<file path="config.mk">
export PLATFORM = sky130hd
export DESIGN_NAME = read_timestamp_watermark_tracker_top_flat
export DESIGN_NICKNAME = d
export VERILOG_FILES = /design/src/rtl/rwt_pkg.sv /design/src/rtl/rwt_if.sv /design/src/rtl/read_timestamp_watermark_tracker_top.sv /design/src/rtl/rwt_front.sv /design/src/rtl/rwt_back.sv /design/src/flat_wrapper.sv
export SDC_FILE = /design/constraint.sdc
export NUM_CORES = 2
export LEC_CHECK = 0
export ABC_AREA = 1
export BUFFER_PORTS_ARGS = -buffer_cell sky130_fd_sc_hd__buf_2
export CAP_MARGIN = 20
export CELL_PAD_IN_SITES_DETAIL_PLACEMENT = 0
export CELL_PAD_IN_SITES_GLOBAL_PLACEMENT = 1
export CORE_ASPECT_RATIO = 1.4
export CORE_MARGIN = 2
export CORE_UTILIZATION = 25
export DETAILED_ROUTE_END_ITERATION = 6
export PLACE_DENSITY_LB_ADDON = 0.25
export RECOVER_POWER = 50
export SETUP_SLACK_MARGIN = 0.02
export SYNTH_ARGS = -nofsm -noshare
export SYNTH_HDL_FRONTEND = slang
export SYNTH_SLANG_ARGS = --single-unit
</file>
<file path="constraint.sdc">
create_clock -name clk -period 17.57 [get_ports clk]
set_input_delay 0.8785 -clock clk [delete_from_list [all_inputs] [get_ports clk]]
set_output_delay 0.8785 -clock clk [all_outputs]
set_load 0.01 [all_outputs]
</file>
<file path="src/rtl/rwt_pkg.sv">
`timescale 1ns / 1ps

package rwt_pkg;

  // Table geometry
  localparam int ENTRIES    = 16;
  localparam int COUNT_BITS = 16;
  localparam int IDX_BITS   = $clog2(ENTRIES);
  localparam int STAMP_W    = 32;

  // Command queue between front and back
  localparam int QDEPTH     = 2;
  localparam int QPTR_BITS  = $clog2(QDEPTH);
  localparam int QFILL_BITS = $clog2(QDEPTH + 1);

  typedef enum logic [1:0] {
    OP_ADD    = 2'd0,
    OP_REMOVE = 2'd1,
    OP_UPDATE = 2'd2,
    OP_NOP    = 2'd3
  } op_t;

  typedef enum logic [1:0] {
    ST_OK       = 2'd0,
    ST_ABSENT   = 2'd1,
    ST_FULL     = 2'd2,
    ST_OVERFLOW = 2'd3
  } status_t;

  typedef struct packed {
    op_t                op;
    logic [STAMP_W-1:0] stamp;
  } cmd_t;

  // Queue head as seen by the back end
  typedef struct packed {
    logic valid;
    cmd_t cmd;
  } cmd_head_t;

endpackage

</file>
<file path="src/rtl/rwt_if.sv">
`timescale 1ns / 1ps

interface rwt_req_if;
  logic        valid;
  logic        ready;
  logic [1:0]  operation;
  logic [31:0] stamp;

  modport source (output valid, output operation, output stamp, input ready);
  modport sink   (input valid, input operation, input stamp, output ready);
endinterface

interface rwt_rsp_if;
  logic        valid;
  logic        ready;
  logic [31:0] watermark;
  logic [1:0]  status;

  modport source (output valid, output watermark, output status, input ready);
  modport sink   (input valid, input watermark, input status, output ready);
endinterface

</file>
<file path="src/rtl/read_timestamp_watermark_tracker_top.sv">
`timescale 1ns / 1ps

// Read-timestamp watermark tracker. Each req item (add, remove or update
// commit) yields exactly one rsp item carrying the watermark after that
// operation and a status code. A front end queues up to two items; the back
// end applies one at a time to a table of ENTRIES (stamp, count) slots. An
// item that leaves the table and commit stamp unchanged (dropped add, absent
// remove, unused code) is answered in the cycle after it leaves the queue;
// any other item first runs the minimum search, which walks the table one
// slot per cycle, and its result is registered at the end of the search. A
// result waits in the output register while the queue keeps taking items.
module read_timestamp_watermark_tracker_top
  import rwt_pkg::*;
(
  input  logic       clk,
  input  logic       rst,
  rwt_req_if.sink    req,
  rwt_rsp_if.source  rsp
);

  cmd_head_t head;
  logic      pop;

  rwt_front u_front (
    .clk  (clk),
    .rst  (rst),
    .req  (req),
    .pop  (pop),
    .head (head)
  );

  rwt_back u_back (
    .clk  (clk),
    .rst  (rst),
    .head (head),
    .pop  (pop),
    .rsp  (rsp)
  );

endmodule

</file>
<file path="src/rtl/rwt_front.sv">
`timescale 1ns / 1ps

module rwt_front
  import rwt_pkg::*;
(
  input  logic       clk,
  input  logic       rst,
  rwt_req_if.sink    req,
  input  logic       pop,
  output cmd_head_t  head
);

  cmd_t                  queue [QDEPTH];
  logic [QPTR_BITS-1:0]  wr_ptr;
  logic [QPTR_BITS-1:0]  rd_ptr;
  logic [QFILL_BITS-1:0] fill;
  logic                  push;
  cmd_t                  cmd_in;

  // Classify the incoming operation code
  always_comb begin
    cmd_in.stamp = req.stamp;
    case (req.operation)
      OP_ADD:    cmd_in.op = OP_ADD;
      OP_REMOVE: cmd_in.op = OP_REMOVE;
      OP_UPDATE: cmd_in.op = OP_UPDATE;
      default:   cmd_in.op = OP_NOP;
    endcase
  end

  assign req.ready = (fill != QFILL_BITS'(QDEPTH));
  assign push      = req.valid && req.ready;

  assign head.valid = (fill != '0);
  assign head.cmd   = queue[rd_ptr];

  // Store accepted items
  always_ff @(posedge clk) begin
    if (push) begin
      queue[wr_ptr] <= cmd_in;
    end
  end

  // Advance pointers and fill level
  always_ff @(posedge clk) begin
    if (rst) begin
      wr_ptr <= '0;
      rd_ptr <= '0;
      fill   <= '0;
    end else begin
      if (push) begin
        wr_ptr <= (wr_ptr == QPTR_BITS'(QDEPTH - 1)) ? '0 : wr_ptr + QPTR_BITS'(1);
      end
      if (pop) begin
        rd_ptr <= (rd_ptr == QPTR_BITS'(QDEPTH - 1)) ? '0 : rd_ptr + QPTR_BITS'(1);
      end
      case ({push, pop})
        2'b10:   fill <= fill + QFILL_BITS'(1);
        2'b01:   fill <= fill - QFILL_BITS'(1);
        default: fill <= fill;
      endcase
    end
  end

  a_fill_bound: assert property (@(posedge clk) disable iff (rst)
    fill <= QFILL_BITS'(QDEPTH))
    else $error("queue fill above depth");

  a_pop_nonempty: assert property (@(posedge clk) disable iff (rst)
    pop |-> fill != '0)
    else $error("pop from empty queue");

endmodule

</file>
<file path="src/rtl/rwt_back.sv">
`timescale 1ns / 1ps

module rwt_back
  import rwt_pkg::*;
(
  input  logic       clk,
  input  logic       rst,
  input  cmd_head_t  head,
  output logic       pop,
  rwt_rsp_if.source  rsp
);

  typedef enum logic {
    S_IDLE,
    S_SCAN
  } state_t;

  localparam logic [COUNT_BITS-1:0] COUNT_MAX = '1;
  localparam logic [IDX_BITS-1:0]   LAST_IDX  = IDX_BITS'(ENTRIES - 1);

  state_t                  state;
  logic [STAMP_W-1:0]      stamp_mem [ENTRIES];
  logic [COUNT_BITS-1:0]   count [ENTRIES];
  logic [STAMP_W-1:0]      commit_stamp;
  logic [STAMP_W-1:0]      watermark;
  logic [IDX_BITS-1:0]     scan_idx;
  logic [STAMP_W-1:0]      best;
  logic                    any;
  status_t                 pend_status;
  status_t                 out_status;
  logic                    out_valid;

  logic                    hit_any;
  logic [IDX_BITS-1:0]     hit_idx;
  logic                    free_any;
  logic [IDX_BITS-1:0]     free_idx;
  logic                    cand;
  logic [STAMP_W-1:0]      scan_stamp;

  // Match and free-slot search, lowest index wins
  always_comb begin
    hit_any  = 1'b0;
    hit_idx  = '0;
    free_any = 1'b0;
    free_idx = '0;
    for (int i = ENTRIES - 1; i >= 0; i--) begin
      if (count[i] != '0 && stamp_mem[i] == head.cmd.stamp) begin
        hit_any = 1'b1;
        hit_idx = IDX_BITS'(i);
      end
      if (count[i] == '0) begin
        free_any = 1'b1;
        free_idx = IDX_BITS'(i);
      end
    end
  end

  assign pop = (state == S_IDLE) && head.valid && !out_valid;

  // One entry per cycle of the minimum scan
  assign scan_stamp = stamp_mem[scan_idx];
  assign cand       = (count[scan_idx] != '0) && (!any || scan_stamp < best);

  assign rsp.valid     = out_valid;
  assign rsp.watermark = watermark;
  assign rsp.status    = out_status;

  // Stamp store has no reset
  always_ff @(posedge clk) begin
    if (pop && head.cmd.op == OP_ADD && !hit_any && free_any) begin
      stamp_mem[free_idx] <= head.cmd.stamp;
    end
  end

  // Apply commands, run the scan, hold the result
  always_ff @(posedge clk) begin
    if (rst) begin
      state        <= S_IDLE;
      for (int i = 0; i < ENTRIES; i++) begin
        count[i] <= '0;
      end
      commit_stamp <= '0;
      watermark    <= '0;
      scan_idx     <= '0;
      best         <= '0;
      any          <= 1'b0;
      pend_status  <= ST_OK;
      out_status   <= ST_OK;
      out_valid    <= 1'b0;
    end else begin
      if (out_valid && rsp.ready) begin
        out_valid <= 1'b0;
      end
      case (state)
        S_IDLE: begin
          scan_idx <= '0;
          any      <= 1'b0;
          if (pop) begin
            case (head.cmd.op)
              OP_ADD: begin
                if (hit_any) begin
                  if (count[hit_idx] == COUNT_MAX) begin
                    out_status <= ST_OVERFLOW;
                    out_valid  <= 1'b1;
                  end else begin
                    count[hit_idx] <= count[hit_idx] + COUNT_BITS'(1);
                    pend_status    <= ST_OK;
                    state          <= S_SCAN;
                  end
                end else if (!free_any) begin
                  out_status <= ST_FULL;
                  out_valid  <= 1'b1;
                end else begin
                  count[free_idx] <= COUNT_BITS'(1);
                  pend_status     <= ST_OK;
                  state           <= S_SCAN;
                end
              end
              OP_REMOVE: begin
                if (hit_any) begin
                  count[hit_idx] <= count[hit_idx] - COUNT_BITS'(1);
                  pend_status    <= ST_OK;
                  state          <= S_SCAN;
                end else begin
                  out_status <= ST_ABSENT;
                  out_valid  <= 1'b1;
                end
              end
              OP_UPDATE: begin
                commit_stamp <= head.cmd.stamp;
                pend_status  <= ST_OK;
                state        <= S_SCAN;
              end
              default: begin
                out_status <= ST_OK;
                out_valid  <= 1'b1;
              end
            endcase
          end
        end
        S_SCAN: begin
          if (cand) begin
            best <= scan_stamp;
            any  <= 1'b1;
          end
          if (scan_idx == LAST_IDX) begin
            if (cand) begin
              watermark <= scan_stamp;
            end else if (any) begin
              watermark <= best;
            end else begin
              watermark <= commit_stamp;
            end
            out_status <= pend_status;
            out_valid  <= 1'b1;
            state      <= S_IDLE;
          end else begin
            scan_idx <= scan_idx + IDX_BITS'(1);
          end
        end
        default: state <= S_IDLE;
      endcase
    end
  end

  a_scan_no_result: assert property (@(posedge clk) disable iff (rst)
    state == S_SCAN |-> !out_valid)
    else $error("result shown during scan");

  a_scan_commit_stable: assert property (@(posedge clk) disable iff (rst)
    state == S_SCAN |=> $stable(commit_stamp))
    else $error("commit stamp changed during scan");

  a_result_watermark_hold: assert property (@(posedge clk) disable iff (rst)
    out_valid && !rsp.ready |=> $stable(watermark))
    else $error("watermark changed while result pending");

endmodule

</file>
<file path="src/flat_wrapper.sv">
// flat-port wrapper written by rule: the top's interface ports become plain ports
module read_timestamp_watermark_tracker_top_flat import rwt_pkg::*;
  (clk, rst, req_valid, req_operation, req_stamp, req_ready, rsp_valid, rsp_watermark, rsp_status, rsp_ready);
  rwt_req_if req_i ();
  rwt_rsp_if rsp_i ();
  input  logic clk;
  input  logic rst;
  input wire logic [$bits(req_i.valid)-1:0] req_valid;
  input wire logic [$bits(req_i.operation)-1:0] req_operation;
  input wire logic [$bits(req_i.stamp)-1:0] req_stamp;
  output wire logic [$bits(req_i.ready)-1:0] req_ready;
  output wire logic [$bits(rsp_i.valid)-1:0] rsp_valid;
  output wire logic [$bits(rsp_i.watermark)-1:0] rsp_watermark;
  output wire logic [$bits(rsp_i.status)-1:0] rsp_status;
  input wire logic [$bits(rsp_i.ready)-1:0] rsp_ready;
  assign req_i.valid = req_valid;
  assign req_i.operation = req_operation;
  assign req_i.stamp = req_stamp;
  assign req_ready = req_i.ready;
  assign rsp_valid = rsp_i.valid;
  assign rsp_watermark = rsp_i.watermark;
  assign rsp_status = rsp_i.status;
  assign rsp_i.ready = rsp_ready;
  read_timestamp_watermark_tracker_top u_core (.clk(clk), .rst(rst), .req(req_i), .rsp(rsp_i));
endmodule
</file>
==> results.sh <==
export IMPL_setup_worst_path_class="flop to flop"
export IMPL_synth_compound_area_frac=0.0925
export IMPL_ctsHoldBuffers=0
export IMPL_place_inst=8604
export IMPL_cts_resized=0
export IMPL_drt_initial_drc_count=4149
export IMPL_yosys_area_share_simple=0.239
export IMPL_final_max_slew_viol_count=1197
export IMPL_instances_no_fill=8813
export IMPL_pin_count=74
export IMPL_tritoncts="yes"
export IMPL_worst_pin_slew_ns=3.83
export IMPL_fin_nets=6105
export IMPL_synth_area_leader_cell="edfxtp_1"
export IMPL_synth_cells=6006
export IMPL_core_rowCount=198
export IMPL_via_per_inst=5.05
export IMPL_finalCritPeriodShare=0.764
export IMPL_drive_gt1_frac=0.0607
export IMPL_ys_types=62
export IMPL_routed_wl_mm=254
export IMPL_setup_viol=0
export IMPL_ys_warn_count=0
export IMPL_hold_class="input pin to flop"
export IMPL_post_cts_buffers=0
export IMPL_clk_pin_slew_ns=0.06
export IMPL_cts_sinks=950
export IMPL_syn_area_per_cell_um2=8.68
export IMPL_crit_required_ns=18.06
export IMPL_cp_arrival_ns=13.91
export IMPL_final_cell_mix="nand2_1, edfxtp_1, nor2_1"
export IMPL_multi_input_area_mm2=0.0213
export IMPL_crit_path_start_kind="flop"
export IMPL_synth_xor_area_frac=0.0611
export IMPL_routedWlPerCell_um=28.8
export IMPL_synth_top_area_frac=0.481
export IMPL_postSynth_asyncResetShare=0
export IMPL_clock_skew_ns=0.0597
export IMPL_grtUsageTotal=0.232
export IMPL_syn_num_nets=6092
export IMPL_ant_nets=0
export IMPL_cts_root_buf="clkbuf_16"
export IMPL_post_synth_main_area_contributors="edfxtp_1, nand2_1, nor2_1, xor2_1, inv_1"
export IMPL_firstDrtPassIters=6
export IMPL_ys_seq_area_frac=0.525
export IMPL_grt_max_degree=118
export IMPL_fin_worst_hold_slack_ns=0.290
export IMPL_hold_viol=0
export IMPL_finalCriticalPeriod_ns=13.42
export IMPL_vdd_drop_max_mv=0.0827
export IMPL_fill_cells=22400
export IMPL_crit_path_end_kind="flop"
export IMPL_rsz0062_at_grt="false"
export IMPL_die_area_mm2=0.212
export IMPL_area_growth_synth_to_final_pct=13.4
export IMPL_cts_buffer_depth=3
export IMPL_antenna_found_initial=7
export IMPL_clock_fmax_mhz=74.5
export IMPL_p_leak_nw=22.8
export IMPL_portBuffers=73
export IMPL_synth_area_mm2=0.0521
export IMPL_die_w_um=390
export IMPL_tns_ns=0
export IMPL_cp_max_fo=77
export IMPL_synth_flop_cell="edfxtp_1"
export IMPL_initial_utilization=0.251
export IMPL_slew_headroom=-1.55
export IMPL_ff_latch_area_mm2=0.0274
export IMPL_drc=0
export IMPL_status="complete, but fails checks"
export IMPL_gr_total_overflow=0
export IMPL_p_per_area_mw_per_mm2=131
export IMPL_die_height_um=544
export IMPL_place_ws_ns=7.75
export IMPL_worstSkewPairLatency_ns=0.79
export IMPL_violations="capacitance limit, slew limit"
export IMPL_htree_levels=3
export IMPL_grt_pass1_wl_mm=346
export IMPL_synth_adder_area_share=0.0117
export IMPL_ys_ff_latch=950
export IMPL_synth_top_family_by_area="simple AND/OR/NAND/NOR gates"
export IMPL_grt_pass1_vias=44000
export IMPL_layout_commonest_cell="nand2_1"
export IMPL_synth_mux_area_frac=0.000192
export IMPL_cap_violations=33
export IMPL_synth_edff_count=836
export IMPL_fin_ws_ns=4.15
export IMPL_place_gp_congestion=0.973
export IMPL_coreArea_mm2=0.208
export IMPL_dp_hpwl_mm=184
export IMPL_dr_total_vias=44500
export IMPL_cts_buffers=108
export IMPL_fin_util=0.285
cell families after synthesis:
family	count (synthesis)
AOI/OAI and AO/OA	902
buffers and inverters	920
xor gates and xnor gates	364
adders and majority gates	48
DFF	950
muxes	1
and+or+nand+nor	2821
final timing paths:
check	startpoint	endpoint	slack, ns	cells after the start
max	flop	u_core.u_back.rsp.watermark[29]	4.15	18
min	req_stamp[21]	u_core.u_front.queue[0][21]	0.29	1
min reg2reg	u_core.u_back.commit_stamp[14]	u_core.u_back.commit_stamp[14]	0.46	2
max reg2reg	flop	u_core.u_back.rsp.watermark[29]	4.15	18
per-stage QoR:
| stage | total power (W) | instance area [um^2] |
|---|---|---|
| 2_1_floorplan | 0.00417 | 52100 |
| 3_5_place_dp | 0.00539 | 55800 |
| 3_3_place_gp | 0.00540 | 55700 |
| 5_1_grt | 0.00801 | 59100 |
| 4_1_cts | 0.00779 | 59400 |
| 6_report | 0.00777 | 59100 |
state kept, by name, indices dropped and copies added, names as in the netlist, named ones only:
register and count:
u_core.u_back.any 1, u_core.u_back.best 32, u_core.u_back.commit_stamp 32, u_core.u_back.count 256, u_core.u_back.rsp.status 2, u_core.u_back.rsp.valid 1, u_core.u_back.rsp.watermark 32, u_core.u_back.scan_idx 4
u_core.u_back.stamp_mem 512, u_core.u_back.state 1, u_core.u_front.fill 2, u_core.u_front.queue 68, u_core.u_front.rd_ptr 1, u_core.u_front.wr_ptr 1
metal layers:
metal / up-vias / track usage / routed length [um]
li1: 20400 / - / -
met5: - / 0 / 0
met3: 515 / 0.0252 / 11500
met2: 1605 / 0.417 / 127000
met4: 0 / 0.169 / 21300
met1: 22100 / 0.254 / 93600
worst max-delay path, cell delays in order (launching register included):
cell        delay [ns]
dfxtp_1           1.01
clkinvlp_2        3.02
clkbuf_1          1.81
clkbuf_1          1.16
o21ai_0           0.70
o21ai_0           0.68
o221ai_1          0.49
nand2_1           0.25
ha_1              0.36
nand2_1           0.07
nor4_1            0.31
nand3_1           0.13
nand4_1           0.21
nand2_1           0.08
nand2_1           0.36
clkbuf_1          1.58
o211ai_1          0.26
o211ai_1          0.25
a21oi_1           0.11
synthesized netlist by cell type, types with 36 or more instances:
master    count
nand3b_1     69
ha_1         47
nor2_1      645
nand4_1     147
nor3_1       65
xnor2_1      92
o21ai_0     419
or2_2        38
nand3_1     446
nand2_1    1235
nand2_2      36
nor4_1       90
dfxtp_1     114
buf_2        64
a21oi_1     344
edfxtp_1    836
inv_1       620
xor2_1      272
o211ai_1     66
clkbuf_1    179
area by class of cell:
| cell class | instances | share of cell area |
|---|---|---|
| diodes | 3 | 0.000127 |
| flip-flops and latches | 950 | 0.463 |
| clock inverters | 59 | 0.0113 |
| well taps | 2700 | 0.0571 |
| inverters | 629 | 0.0400 |
| clock buffers | 142 | 0.0500 |
| repair buffers | 194 | 0.0189 |
| multi-input cells | 4136 | 0.359 |
power breakdown:
| group | internal, W | switching (W) |
|---|---|---|
| logic | 0.000555 | 0.00206 |
| clock network | 0.00136 | 0.00104 |
| registers | 0.00272 | 0.0000436 |
| total | 0.00463 | 0.00314 |
Power figures use the tool's default switching activity.
